### config.mk
export PLATFORM = sky130hd
export DESIGN_NAME = priority_round_robin_scheduler_flat
export DESIGN_NICKNAME = d
export VERILOG_FILES = /design/src/design/prrs_pkg.sv /design/src/design/prrs_req_if.sv /design/src/design/prrs_rsp_if.sv /design/src/design/prrs_cfg_if.sv /design/src/design/prrs_datapath.sv /design/src/design/prrs_ctrl.sv /design/src/design/priority_round_robin_scheduler.sv /design/src/flat_wrapper.sv
export VERILOG_INCLUDE_DIRS = /design/src /design/src/design
export SDC_FILE = /design/constraint.sdc
export NUM_CORES = 1
export LEC_CHECK = 0
export BUFFER_PORTS_ARGS = -buffer_cell sky130_fd_sc_hd__clkbuf_2
export CORE_MARGIN = 2
export CORE_UTILIZATION = 65
export CTS_BUF_LIST = sky130_fd_sc_hd__clkbuf_16
export CTS_CLUSTER_DIAMETER = 120
export DETAILED_ROUTE_END_ITERATION = 7
export PLACE_DENSITY = 0.83
export SYNTH_ARGS = -nofsm -noshare
export SYNTH_HDL_FRONTEND = slang
export SYNTH_HIERARCHICAL = 1
export SYNTH_SLANG_ARGS = --single-unit
### constraint.sdc
create_clock -name clk -period 11.8 [get_ports clk]
set_input_delay 1.77 -clock clk [delete_from_list [all_inputs] [get_ports clk]]
set_output_delay 1.77 -clock clk [all_outputs]
set_load 0.01 [all_outputs]
### src/design/priority_round_robin_scheduler_defines.svh
// Assertion macros for the priority round-robin scheduler.
// Included by the modules that carry concurrent checks; no other dependencies.
`ifndef PRIORITY_ROUND_ROBIN_SCHEDULER_DEFINES_SVH
`define PRIORITY_ROUND_ROBIN_SCHEDULER_DEFINES_SVH
`ifndef SYNTHESIS
`define PRRS_ASSERT(lbl, clk, rst, prop) \
  lbl: assert property (@(posedge clk) disable iff (rst) prop) \
    else $error("prrs check failed");
`define PRRS_ASSERT_ALWAYS(lbl, clk, prop) \
  lbl: assert property (@(posedge clk) prop) \
    else $error("prrs check failed");
`else
`define PRRS_ASSERT(lbl, clk, rst, prop)
`define PRRS_ASSERT_ALWAYS(lbl, clk, prop)
`endif
`endif

### src/design/prrs_pkg.sv
// Shared constants, codes and command/status types of the scheduler.
// No dependencies.
package prrs_pkg;
  localparam int NUM_TASKS = 8;
  localparam int TASK_W = 3;
  localparam int CNT_W = 4;
  localparam int PRIO_W = 8;
  localparam int TICK_W = 32;
  localparam int ACTION_W = 3;
  localparam int CFG_IDX_W = 2;
  localparam int CFG_DATA_W = 64;

  localparam logic [ACTION_W-1:0] ACT_START = 3'd0;
  localparam logic [ACTION_W-1:0] ACT_ACTIVATE = 3'd1;
  localparam logic [ACTION_W-1:0] ACT_TERMINATE = 3'd2;
  localparam logic [ACTION_W-1:0] ACT_WAIT = 3'd3;
  localparam logic [ACTION_W-1:0] ACT_TICK = 3'd4;

  localparam logic [1:0] TS_SUSPENDED = 2'd0;
  localparam logic [1:0] TS_WAITING = 2'd1;
  localparam logic [1:0] TS_READY = 2'd2;
  localparam logic [1:0] TS_RUNNING = 2'd3;

  localparam logic [CFG_IDX_W-1:0] CFG_TASK_COUNT = 2'd0;
  localparam logic [CFG_IDX_W-1:0] CFG_TASK_PRIORITIES = 2'd1;

  typedef struct packed {
    logic capture;
    logic apply;
    logic sort_pass;
    logic sort_odd;
    logic queue_clear;
    logic scan_step;
    logic pick;
    logic tick_step;
    logic load_out;
    logic [TASK_W-1:0] idx;
  } prrs_cmd_t;

  typedef struct packed {
    logic rebuild;
    logic tick;
    logic scan_stop;
    logic tick_release;
    logic pick_en;
    logic [CNT_W-1:0] task_count;
  } prrs_status_t;
endpackage

### src/design/prrs_req_if.sv
// Request channel of the scheduler: action, task index and tick count.
// Depends on prrs_pkg.
interface prrs_req_if;
  import prrs_pkg::*;
  logic valid;
  logic ready;
  logic [ACTION_W-1:0] action;
  logic [TASK_W-1:0] task_index;
  logic [TICK_W-1:0] wait_ticks;
  modport source (output valid, action, task_index, wait_ticks, input ready);
  modport sink (input valid, action, task_index, wait_ticks, output ready);
endinterface

### src/design/prrs_rsp_if.sv
// Result channel of the scheduler: running task, switch flag, queue depth.
// Depends on prrs_pkg.
interface prrs_rsp_if;
  import prrs_pkg::*;
  logic valid;
  logic ready;
  logic [TASK_W-1:0] running_task;
  logic switched;
  logic [CNT_W-1:0] ready_count;
  modport source (output valid, running_task, switched, ready_count, input ready);
  modport sink (input valid, running_task, switched, ready_count, output ready);
endinterface

### src/design/prrs_cfg_if.sv
// Configuration write channel of the scheduler: register index and data.
// Depends on prrs_pkg.
interface prrs_cfg_if;
  import prrs_pkg::*;
  logic valid;
  logic ready;
  logic [CFG_IDX_W-1:0] index;
  logic [CFG_DATA_W-1:0] data;
  modport source (output valid, index, data, input ready);
  modport sink (input valid, index, data, output ready);
endinterface

### src/design/prrs_datapath.sv
// Task table, sort network, ready queue and result registers of the scheduler.
// Depends on prrs_pkg; driven by prrs_ctrl commands.
module prrs_datapath (
  input  logic                           clk,
  input  logic                           rst,
  input  prrs_pkg::prrs_cmd_t            cmd,
  output prrs_pkg::prrs_status_t         status,
  input  logic [prrs_pkg::ACTION_W-1:0]  action,
  input  logic [prrs_pkg::TASK_W-1:0]    task_index,
  input  logic [prrs_pkg::TICK_W-1:0]    wait_ticks,
  input  logic                           cfg_we,
  input  logic [prrs_pkg::CFG_IDX_W-1:0] cfg_index,
  input  logic [prrs_pkg::CFG_DATA_W-1:0] cfg_data,
  output logic [prrs_pkg::TASK_W-1:0]    running_task,
  output logic                           switched,
  output logic [prrs_pkg::CNT_W-1:0]     ready_count
);
  import prrs_pkg::*;

  logic [CNT_W-1:0] task_count;
  logic [CFG_DATA_W-1:0] prio;
  logic [1:0] tstate [NUM_TASKS];
  logic wen [NUM_TASKS];
  logic [TICK_W-1:0] wcnt [NUM_TASKS];
  logic [TASK_W-1:0] sorted [NUM_TASKS];
  logic [TASK_W-1:0] fifo [NUM_TASKS];
  logic [TASK_W-1:0] head;
  logic [CNT_W-1:0] count;
  logic [TASK_W-1:0] current;
  logic kernel;
  logic [ACTION_W-1:0] act_q;
  logic [TASK_W-1:0] idx_q;
  logic [TICK_W-1:0] ticks_q;
  logic [TASK_W-1:0] before_q;

  logic [TASK_W-1:0] sorted_next [NUM_TASKS];
  logic addressed;
  logic [TASK_W-1:0] s_cur, s_nxt;
  logic s_last, s_cur_susp, s_nxt_susp, s_lt, s_eq, s_push;
  logic [TASK_W-1:0] t_k;
  logic t_act;
  logic p_empty, p_pop, p_requeue;
  logic [TASK_W-1:0] p_nxt, p_head1;
  logic [CNT_W-1:0] p_count1;
  logic [CNT_W-1:0] cfg_cnt;

  function automatic logic [PRIO_W-1:0] prio_of(input logic [CFG_DATA_W-1:0] p,
                                                 input logic [TASK_W-1:0] t);
    prio_of = p[t*PRIO_W +: PRIO_W];
  endfunction

  always_comb begin
    for (int i = 0; i < NUM_TASKS; i++) sorted_next[i] = sorted[i];
    for (int j = 0; j < NUM_TASKS - 1; j++) begin
      if (((j % 2) == int'(cmd.sort_odd)) && (CNT_W'(j + 1) < task_count) &&
          (prio_of(prio, sorted[j]) > prio_of(prio, sorted[j+1]))) begin
        sorted_next[j] = sorted[j+1];
        sorted_next[j+1] = sorted[j];
      end
    end
  end

  always_comb begin
    addressed = {1'b0, idx_q} < task_count;
    s_cur = sorted[cmd.idx];
    s_nxt = sorted[cmd.idx + 1'b1];
    s_last = ({1'b0, cmd.idx} + 1'b1) >= task_count;
    s_cur_susp = tstate[s_cur] == TS_SUSPENDED;
    s_nxt_susp = tstate[s_nxt] == TS_SUSPENDED;
    s_lt = prio_of(prio, s_cur) < prio_of(prio, s_nxt);
    s_eq = prio_of(prio, s_cur) == prio_of(prio, s_nxt);
    s_push = !s_cur_susp && (s_last || s_nxt_susp || s_lt || s_eq);
    t_k = sorted[cmd.idx];
    t_act = (tstate[t_k] == TS_SUSPENDED) && wen[t_k];
    p_empty = count == '0;
    p_pop = !p_empty;
    p_nxt = p_pop ? fifo[head] : current;
    p_head1 = p_pop ? head + 1'b1 : head;
    p_count1 = p_pop ? count - 1'b1 : count;
    p_requeue = (prio_of(prio, p_nxt) == prio_of(prio, current)) &&
                (tstate[current] != TS_SUSPENDED);
    cfg_cnt = cfg_data[CNT_W-1:0];
    if (cfg_cnt == '0) cfg_cnt = CNT_W'(1);
    else if (cfg_cnt > CNT_W'(NUM_TASKS)) cfg_cnt = CNT_W'(NUM_TASKS);
  end

  always_comb begin
    status.rebuild = (act_q == ACT_START) ||
                     (addressed && (act_q == ACT_ACTIVATE || act_q == ACT_TERMINATE ||
                                    act_q == ACT_WAIT));
    status.tick = act_q == ACT_TICK;
    status.scan_stop = !s_cur_susp && (s_last || s_nxt_susp || s_lt);
    status.tick_release = t_act && (wcnt[t_k] == '0);
    status.pick_en = kernel && (current != '0);
    status.task_count = task_count;
  end

  always_ff @(posedge clk) begin
    if (rst) begin
      task_count <= CNT_W'(1);
      prio <= '0;
      for (int i = 0; i < NUM_TASKS; i++) begin
        tstate[i] <= TS_SUSPENDED;
        wen[i] <= 1'b0;
        sorted[i] <= TASK_W'(i);
      end
      head <= '0;
      count <= '0;
      current <= '0;
      kernel <= 1'b0;
    end else begin
      if (cfg_we) begin
        if (cfg_index == CFG_TASK_COUNT) begin
          task_count <= cfg_cnt;
          for (int i = 0; i < NUM_TASKS; i++) sorted[i] <= TASK_W'(i);
        end else if (cfg_index == CFG_TASK_PRIORITIES) begin
          prio <= cfg_data;
        end
      end
      if (cmd.queue_clear) begin
        head <= '0;
        count <= '0;
      end
      if (cmd.apply) begin
        unique case (act_q)
          ACT_START: begin
            kernel <= 1'b1;
            current <= '0;
            tstate[0] <= TS_WAITING;
          end
          ACT_ACTIVATE: if (addressed) tstate[idx_q] <= TS_WAITING;
          ACT_TERMINATE: if (addressed) tstate[idx_q] <= TS_SUSPENDED;
          ACT_WAIT: if (addressed) begin
            wen[idx_q] <= 1'b1;
            wcnt[idx_q] <= ticks_q;
            tstate[idx_q] <= TS_SUSPENDED;
          end
          default: ;
        endcase
      end
      if (cmd.sort_pass) begin
        for (int i = 0; i < NUM_TASKS; i++) sorted[i] <= sorted_next[i];
      end
      if (cmd.scan_step && s_push) begin
        if (count < CNT_W'(NUM_TASKS)) begin
          fifo[count[TASK_W-1:0]] <= s_cur;
          count <= count + 1'b1;
        end
        tstate[s_cur] <= TS_READY;
      end
      if (cmd.tick_step) begin
        if (status.tick_release) begin
          wen[t_k] <= 1'b0;
          tstate[t_k] <= TS_WAITING;
        end else if (t_act) begin
          wcnt[t_k] <= wcnt[t_k] - 1'b1;
        end
      end
      if (cmd.pick) begin
        if (p_empty && tstate[current] == TS_SUSPENDED) begin
          tstate[current] <= TS_RUNNING;
          fifo[head] <= current;
          count <= count + 1'b1;
        end else begin
          head <= p_head1;
          count <= p_count1;
          if (p_requeue) begin
            if (p_count1 < CNT_W'(NUM_TASKS)) begin
              fifo[p_head1 + p_count1[TASK_W-1:0]] <= current;
              count <= p_count1 + 1'b1;
            end
            tstate[current] <= TS_READY;
          end
          current <= p_nxt;
        end
      end
    end
  end

  always_ff @(posedge clk) begin
    if (cmd.capture) begin
      act_q <= action;
      idx_q <= task_index;
      ticks_q <= wait_ticks;
      before_q <= current;
    end
    if (cmd.load_out) begin
      running_task <= current;
      switched <= current != before_q;
      ready_count <= count;
    end
  end
endmodule

### src/design/prrs_ctrl.sv
// Sequencer of the scheduler: apply, sort passes, queue scan, pick and tick walk.
// Depends on prrs_pkg and the assertion macro header.
`include "priority_round_robin_scheduler_defines.svh"
module prrs_ctrl (
  input  logic                   clk,
  input  logic                   rst,
  input  logic                   in_valid,
  output logic                   in_ready,
  output logic                   out_valid,
  input  logic                   out_ready,
  input  prrs_pkg::prrs_status_t status,
  output prrs_pkg::prrs_cmd_t    cmd
);
  import prrs_pkg::*;

  localparam logic [2:0] ST_IDLE = 3'd0;
  localparam logic [2:0] ST_APPLY = 3'd1;
  localparam logic [2:0] ST_SORT = 3'd2;
  localparam logic [2:0] ST_SCAN = 3'd3;
  localparam logic [2:0] ST_PICK = 3'd4;
  localparam logic [2:0] ST_TICK = 3'd5;
  localparam logic [2:0] ST_DONE = 3'd6;

  logic [2:0] state, state_next;
  logic [TASK_W-1:0] pass, pass_next;
  logic [TASK_W-1:0] scan_idx, scan_idx_next;
  logic [TASK_W-1:0] tick_idx, tick_idx_next;
  logic in_tick, in_tick_next;
  logic out_valid_next;
  logic scan_last, tick_last;

  assign in_ready = state == ST_IDLE;
  assign scan_last = ({1'b0, scan_idx} + 1'b1) >= status.task_count;
  assign tick_last = ({1'b0, tick_idx} + 1'b1) >= status.task_count;

  always_comb begin
    state_next = state;
    pass_next = pass;
    scan_idx_next = scan_idx;
    tick_idx_next = tick_idx;
    in_tick_next = in_tick;
    out_valid_next = out_valid && !out_ready;
    cmd = '0;
    cmd.idx = (state == ST_TICK) ? tick_idx : scan_idx;
    cmd.sort_odd = pass[0];
    unique case (state)
      ST_IDLE: begin
        if (in_valid) begin
          cmd.capture = 1'b1;
          state_next = ST_APPLY;
        end
      end
      ST_APPLY: begin
        cmd.apply = 1'b1;
        pass_next = '0;
        in_tick_next = 1'b0;
        tick_idx_next = '0;
        if (status.rebuild) state_next = ST_SORT;
        else if (status.tick) state_next = ST_TICK;
        else state_next = ST_DONE;
      end
      ST_SORT: begin
        cmd.sort_pass = 1'b1;
        cmd.queue_clear = pass == '0;
        scan_idx_next = '0;
        pass_next = pass + 1'b1;
        if (pass == TASK_W'(NUM_TASKS - 1)) state_next = ST_SCAN;
      end
      ST_SCAN: begin
        cmd.scan_step = 1'b1;
        scan_idx_next = scan_idx + 1'b1;
        if (status.scan_stop || scan_last) begin
          if (in_tick) begin
            tick_idx_next = tick_idx + 1'b1;
            state_next = tick_last ? ST_DONE : ST_TICK;
          end else begin
            state_next = status.pick_en ? ST_PICK : ST_DONE;
          end
        end
      end
      ST_PICK: begin
        cmd.pick = 1'b1;
        state_next = ST_DONE;
      end
      ST_TICK: begin
        cmd.tick_step = 1'b1;
        if (status.tick_release) begin
          pass_next = '0;
          in_tick_next = 1'b1;
          state_next = ST_SORT;
        end else begin
          tick_idx_next = tick_idx + 1'b1;
          if (tick_last) state_next = ST_DONE;
        end
      end
      ST_DONE: begin
        if (!out_valid || out_ready) begin
          cmd.load_out = 1'b1;
          out_valid_next = 1'b1;
          state_next = ST_IDLE;
        end
      end
      default: state_next = ST_IDLE;
    endcase
  end

  always_ff @(posedge clk) begin
    if (rst) begin
      state <= ST_IDLE;
      pass <= '0;
      scan_idx <= '0;
      tick_idx <= '0;
      in_tick <= 1'b0;
      out_valid <= 1'b0;
    end else begin
      state <= state_next;
      pass <= pass_next;
      scan_idx <= scan_idx_next;
      tick_idx <= tick_idx_next;
      in_tick <= in_tick_next;
      out_valid <= out_valid_next;
    end
  end

  `PRRS_ASSERT(a_accept_apply, clk, rst, (in_valid && in_ready) |=> state == ST_APPLY)
  `PRRS_ASSERT(a_scan_range, clk, rst, state == ST_SCAN |-> {1'b0, scan_idx} < status.task_count)
  `PRRS_ASSERT(a_tick_range, clk, rst, state == ST_TICK |-> {1'b0, tick_idx} < status.task_count)
  `PRRS_ASSERT(a_done_hold, clk, rst, (state == ST_DONE && out_valid && !out_ready) |=> state == ST_DONE)
  `PRRS_ASSERT_ALWAYS(a_reset_idle, clk, (!rst && $past(rst)) |-> (state == ST_IDLE && !out_valid))
endmodule

### src/design/priority_round_robin_scheduler.sv
// Priority round-robin task scheduler over eight task slots, task 0 idle.
// Channels: req carries one event (start, activate, terminate, wait, tick);
// rsp returns one result per event (running task, switch flag, queue depth);
// cfg writes task_count (index 0) and the packed priorities (index 1).
// Each event runs through a sequencer: an apply step; a start or an addressed
// activate/terminate/wait then adds eight odd/even sort passes, a scan of up
// to task_count table slots and, if started and task 0 is not current, a pick.
// A tick walks task_count slots, one per cycle, and every released task adds
// a full re-sort and scan before the walk goes on.
// One event is worked on at a time; req is ready only while the sequencer is
// idle, and a finished result sits in an output register while the next event
// is taken. If rsp stalls, a second result waits in its last state.
// Reset (rst, synchronous) suspends all tasks, sets task_count to 1, clears
// priorities and the queue, and restores the identity order. Config writes are
// always taken and must only be issued while the block is idle.
// Depends on prrs_pkg, the channel interfaces, prrs_ctrl and prrs_datapath.
module priority_round_robin_scheduler (
  input logic       clk,
  input logic       rst,
  prrs_req_if.sink  req,
  prrs_rsp_if.source rsp,
  prrs_cfg_if.sink  cfg
);
  import prrs_pkg::*;

  prrs_cmd_t cmd;
  prrs_status_t status;

  assign cfg.ready = 1'b1;

  prrs_ctrl u_ctrl (
    .clk       (clk),
    .rst       (rst),
    .in_valid  (req.valid),
    .in_ready  (req.ready),
    .out_valid (rsp.valid),
    .out_ready (rsp.ready),
    .status    (status),
    .cmd       (cmd)
  );

  prrs_datapath u_datapath (
    .clk          (clk),
    .rst          (rst),
    .cmd          (cmd),
    .status       (status),
    .action       (req.action),
    .task_index   (req.task_index),
    .wait_ticks   (req.wait_ticks),
    .cfg_we       (cfg.valid),
    .cfg_index    (cfg.index),
    .cfg_data     (cfg.data),
    .running_task (rsp.running_task),
    .switched     (rsp.switched),
    .ready_count  (rsp.ready_count)
  );
endmodule
### src/flat_wrapper.sv
// flat-port wrapper written by rule: the top's interface ports become plain ports
module priority_round_robin_scheduler_flat import prrs_pkg::*;
  (clk, rst, req_valid, req_action, req_task_index, req_wait_ticks, req_ready, rsp_valid, rsp_running_task, rsp_switched, rsp_ready_count, rsp_ready, cfg_valid, cfg_index, cfg_data, cfg_ready);
  prrs_req_if req_i ();
  prrs_rsp_if rsp_i ();
  prrs_cfg_if cfg_i ();
  input logic clk;
  input logic rst;
  input wire logic [$bits(req_i.valid)-1:0] req_valid;
  input wire logic [$bits(req_i.action)-1:0] req_action;
  input wire logic [$bits(req_i.task_index)-1:0] req_task_index;
  input wire logic [$bits(req_i.wait_ticks)-1:0] req_wait_ticks;
  output wire logic [$bits(req_i.ready)-1:0] req_ready;
  output wire logic [$bits(rsp_i.valid)-1:0] rsp_valid;
  output wire logic [$bits(rsp_i.running_task)-1:0] rsp_running_task;
  output wire logic [$bits(rsp_i.switched)-1:0] rsp_switched;
  output wire logic [$bits(rsp_i.ready_count)-1:0] rsp_ready_count;
  input wire logic [$bits(rsp_i.ready)-1:0] rsp_ready;
  input wire logic [$bits(cfg_i.valid)-1:0] cfg_valid;
  input wire logic [$bits(cfg_i.index)-1:0] cfg_index;
  input wire logic [$bits(cfg_i.data)-1:0] cfg_data;
  output wire logic [$bits(cfg_i.ready)-1:0] cfg_ready;
  assign req_i.valid = req_valid;
  assign req_i.action = req_action;
  assign req_i.task_index = req_task_index;
  assign req_i.wait_ticks = req_wait_ticks;
  assign req_ready = req_i.ready;
  assign rsp_valid = rsp_i.valid;
  assign rsp_running_task = rsp_i.running_task;
  assign rsp_switched = rsp_i.switched;
  assign rsp_ready_count = rsp_i.ready_count;
  assign rsp_i.ready = rsp_ready;
  assign cfg_i.valid = cfg_valid;
  assign cfg_i.index = cfg_index;
  assign cfg_i.data = cfg_data;
  assign cfg_ready = cfg_i.ready;
  priority_round_robin_scheduler u_core (.clk(clk), .rst(rst), .req(req_i), .rsp(rsp_i), .cfg(cfg_i));
endmodule
==> results.md <==
- Yosys cell types: 90
- Layout cells sized above 1: 18.7%
- # setup viols final: 0
- Post-Syn Instances: slightly below 3,000
- Count of hold-fix buffers inserted at cts: 0
- Initial DRC Count: around 3,800
- R2r worst-path depth: 16
- # IOs: 120
- Post-synth EDFFs: 358
- Prevailing post-synth register cell: edfxtp_1
- Setup TNS: 0 ps
- Max Cap Violations: 0
- Clock slew at reported path FFs: around 60 ps
- Power, Total: 5.59 mW
- Die Footprint: 52,000 um^2
- Hold WS: 463 ps
- Slew Limit Fails: 0
- Core area: 49,900 um^2
- CP Class: register to register
- Final period util: 66.1%
- TritonRoute pass-1 iters: 8
- Worst path required time: 12,020 ps
- WL final: ~110 mm
- Root buffer cell: clkbuf_16
- Die Y-Extent: 228 um
- Fmax: 0.128 GHz
- CP Capture Type: register
- Antenna violations before repair: 0
- Vias in the first global route: 26,600
- RSZ-0062 raised after global routing: no
- CP max FO: 48
- WHS Endpoint: u_core/u_datapath/kernel$_SDFFE_PP0P_
- Hold path startpoint: u_core/u_datapath/kernel$_SDFFE_PP0P_
- Post-CTS Setup Repair Bufs: 0
- Antenna diodes: 0
- Antenna viol nets, final: 0
- Crit Reg-Reg Startpoint: u_core/u_ctrl/state[0]$_SDFFE_PP0P_
- Outcome: complete, but fails checks
- Minimum clock period: 7800 ps
- Setup crit start kind: register
- Synth top area share: 33.0%
- Largest area contributor in the netlist: edfxtp_1
- PwrDens: 159 nW/um^2
- Net Count, Synth: 3,154
- FF+latch count, synth: 470
- Ranking of synthesized cells by area: edfxtp_1 33%, mux4_2 11%, mux2_1 7.9%
- Slew Limit Headroom: under 10%
- All-layer global routing usage: 39.6%
- Largest net degree at the start of global routing: 89
- Remaining DRCs: 2
- Global-route wire length before repair: about 160 mm
- Syn Area/Cell: 11.0 um^2
- Hold Path Class: register to register
- VDD IR-drop max: between 0.00015 and 0.0002 V
- Seq/Total Area, Yosys: roughly 40%
- Util after Layout: ~70%
- R2r endpoint: u_core/u_datapath/wcnt[1][11]$_DFFE_PP_
- Buffers on Ports: 118
- Critical Path AT: 8020 ps
- Detailed placement HPWL: 66.6 mm
- GR Overflow Total: 0
- Final Hold Viols: 0
- FP Rows: 82
- Post-DR wirelength/cell: between 20 and 30 um
- Worst reg2reg setup slack: ~4000 ps
- H-tree levels: 2
- Lkg Pwr: 12.7 nW
- Global placer's final weighted congestion: 0.981
- Fin nets: 3,099
- Layout area overhead: 7.50%
- CTS resizes: 0
- Die Span X: 228 um
- Hold Path Cell Cnt: 2
- Clk Latency, worst-skew pair: 640 ps
- Clk buf depth: 3
- Critical Path Start: u_core/u_ctrl/state[0]$_SDFFE_PP0P_
- Vias: 26,800
- CTS Sinks: 470
- Initial core utilization: 65.4%
- Failing checks: design-rule violations
- Measured slew at the worst slew-check pin: 1430 ps
- Cts bufs inserted: 51
- Synth Cell Area: 32,600 um^2
- CTS tree: yes
- Via-to-Cell Ratio: approximately 7.4
- Layout Skew: a little under 40 ps
- Yosys warnings: 6
- Ys async rst share: 0%
cell families (layout without fill, tap and decap cells):
group | after synthesis | count (layout) | share of synthesized area, %
AO/OA/AOI/OAI | 595 | 595 | 12.7
XOR/XNOR | 49 | 49 | 1.32
adder cells (fa/ha/maj) | 90 | 90 | 3.48
buffers and inverters | 369 | 356 | 5.06
flip-flops | 470 | 470 | 39.8
multiplexers | 632 | 632 | 26.5
other | 1 | 1 | 0.0115
AND/OR/NAND/NOR | 749 | 749 | 11.1
critical path, cell delays in order (launching register included):
cell and delay (ps):
dfxtp_1 650, nand3_2 230, inv_2 170, nand2_1 70
nand2_1 510, mux2_1 390, mux4_4 920, buf_4 460
nor2_1 930, a221oi_1 220, o22a_1 380, ha_1 280
nand3_1 80, nor3_1 90, nand4_4 260, nand3_4 580
nand2_2 1120
synthesized netlist by cell type (all sizes together) (9+ instances only):
cell,n
a211oi,52
a21o,19
a21oi,186
a221o,32
a221oi,41
a22oi,40
a31oi,15
a32oi,16
and2,9
and3,24
buf,90
clkbuf,195
dfxtp,112
edfxtp,358
ha,89
inv,84
mux2,310
mux2i,168
mux4,154
nand2,331
nand2b,37
nand3,59
nand4,29
nor2,133
nor2b,33
nor3,45
nor4,9
o21a,9
o21ai,47
o221ai,17
o22a,16
o22ai,29
o31ai,11
xnor2,20
xor2,29
state kept, by name (all words and copies together) (netlist names), 3 cells and up:
register and count:
u_core/u_ctrl/pass 3, u_core/u_ctrl/scan_idx 3, u_core/u_ctrl/state 3, u_core/u_ctrl/tick_idx 3, u_core/u_datapath/act_q 3, u_core/u_datapath/before_q 3, u_core/u_datapath/count 4, u_core/u_datapath/current 3
u_core/u_datapath/fifo 24, u_core/u_datapath/head 3, u_core/u_datapath/idx_q 3, u_core/u_datapath/prio 64, u_core/u_datapath/ready_count 4, u_core/u_datapath/running_task 3, u_core/u_datapath/sorted 24, u_core/u_datapath/task_count 4
u_core/u_datapath/ticks_q 32, u_core/u_datapath/tstate 16, u_core/u_datapath/wcnt 256, u_core/u_datapath/wen 8
how the worst max path moves through the flow:
stage	endpoint	slack, ps
after floorplan	u_core/u_datapath/wcnt[7][0]$_DFFE_PP_	5720
after global placement	u_core/u_datapath/wcnt[2][6]$_DFFE_PP_	4460
after detailed placement	u_core/u_datapath/wcnt[1][27]$_DFFE_PP_	4290
after CTS	u_core/u_datapath/wcnt[1][11]$_DFFE_PP_	4240
after global routing	u_core/u_datapath/wcnt[1][11]$_DFFE_PP_	3700
final	u_core/u_datapath/wcnt[1][11]$_DFFE_PP_	4000
where the power goes:
part	internal [mW]	switching [mW]	total (mW)
combinational	0.679	1.04	1.72
sequential	1.94	0.217	2.16
clock	0.998	0.711	1.71
stage by stage:
step           cell area (um^2)  worst slack (ps)  instances
2_1_floorplan             32600              5720       2955
3_3_place_gp              33300              4460       3519
3_5_place_dp              33300              4290       3519
4_1_cts                   35100              4240       3614
5_1_grt                   35100              3700       3614
6_report                  35100              4000       3614
cell type report:
class / instances / area (um^2)
multi-input combinational: 2116 / 18100
fill: 3442 / 14800
sequential: 470 / 13000
clock buffer: 53 / 1330
timing repair buffer: 177 / 1040
tap: 672 / 841
clock inverter: 42 / 473
inverter: 84 / 315
metal layers:
metal,GRT usage (%),share of wire (%)
met3,9.90,13
met5,0,0
met4,26.2,7.5
met2,61.2,45
met1,49.7,35
cell usage in the layout, fill, tap and decap left out, types with 8 or more instances in the layout:
cell and instances:
edfxtp_1 358, nand2_1 325, mux2_1 229, a21oi_1 185
mux2i_1 165, mux4_2 153, nor2_1 131, clkbuf_2 117
dfxtp_1 111, ha_1 89, inv_1 86, mux2_2 81
buf_4 60, clkbuf_16 53, a211oi_1 52, nand3_1 50
nor3_1 41, a221oi_1 41, o21ai_0 40, a22oi_1 40
nand2b_1 37, nor2b_1 32, a221o_1 32, xor2_1 29
o22ai_1 28, nand4_1 27, and3_1 24, xnor2_1 20
a21o_1 19, o221ai_1 17, o22a_1 16, a32oi_1 16
a31oi_1 15, clkinv_1 12, o31ai_1 11, clkinv_2 9
o21a_1 9, bufinv_16 8, nand3_4 8
(Power assumes the default switching activity.)
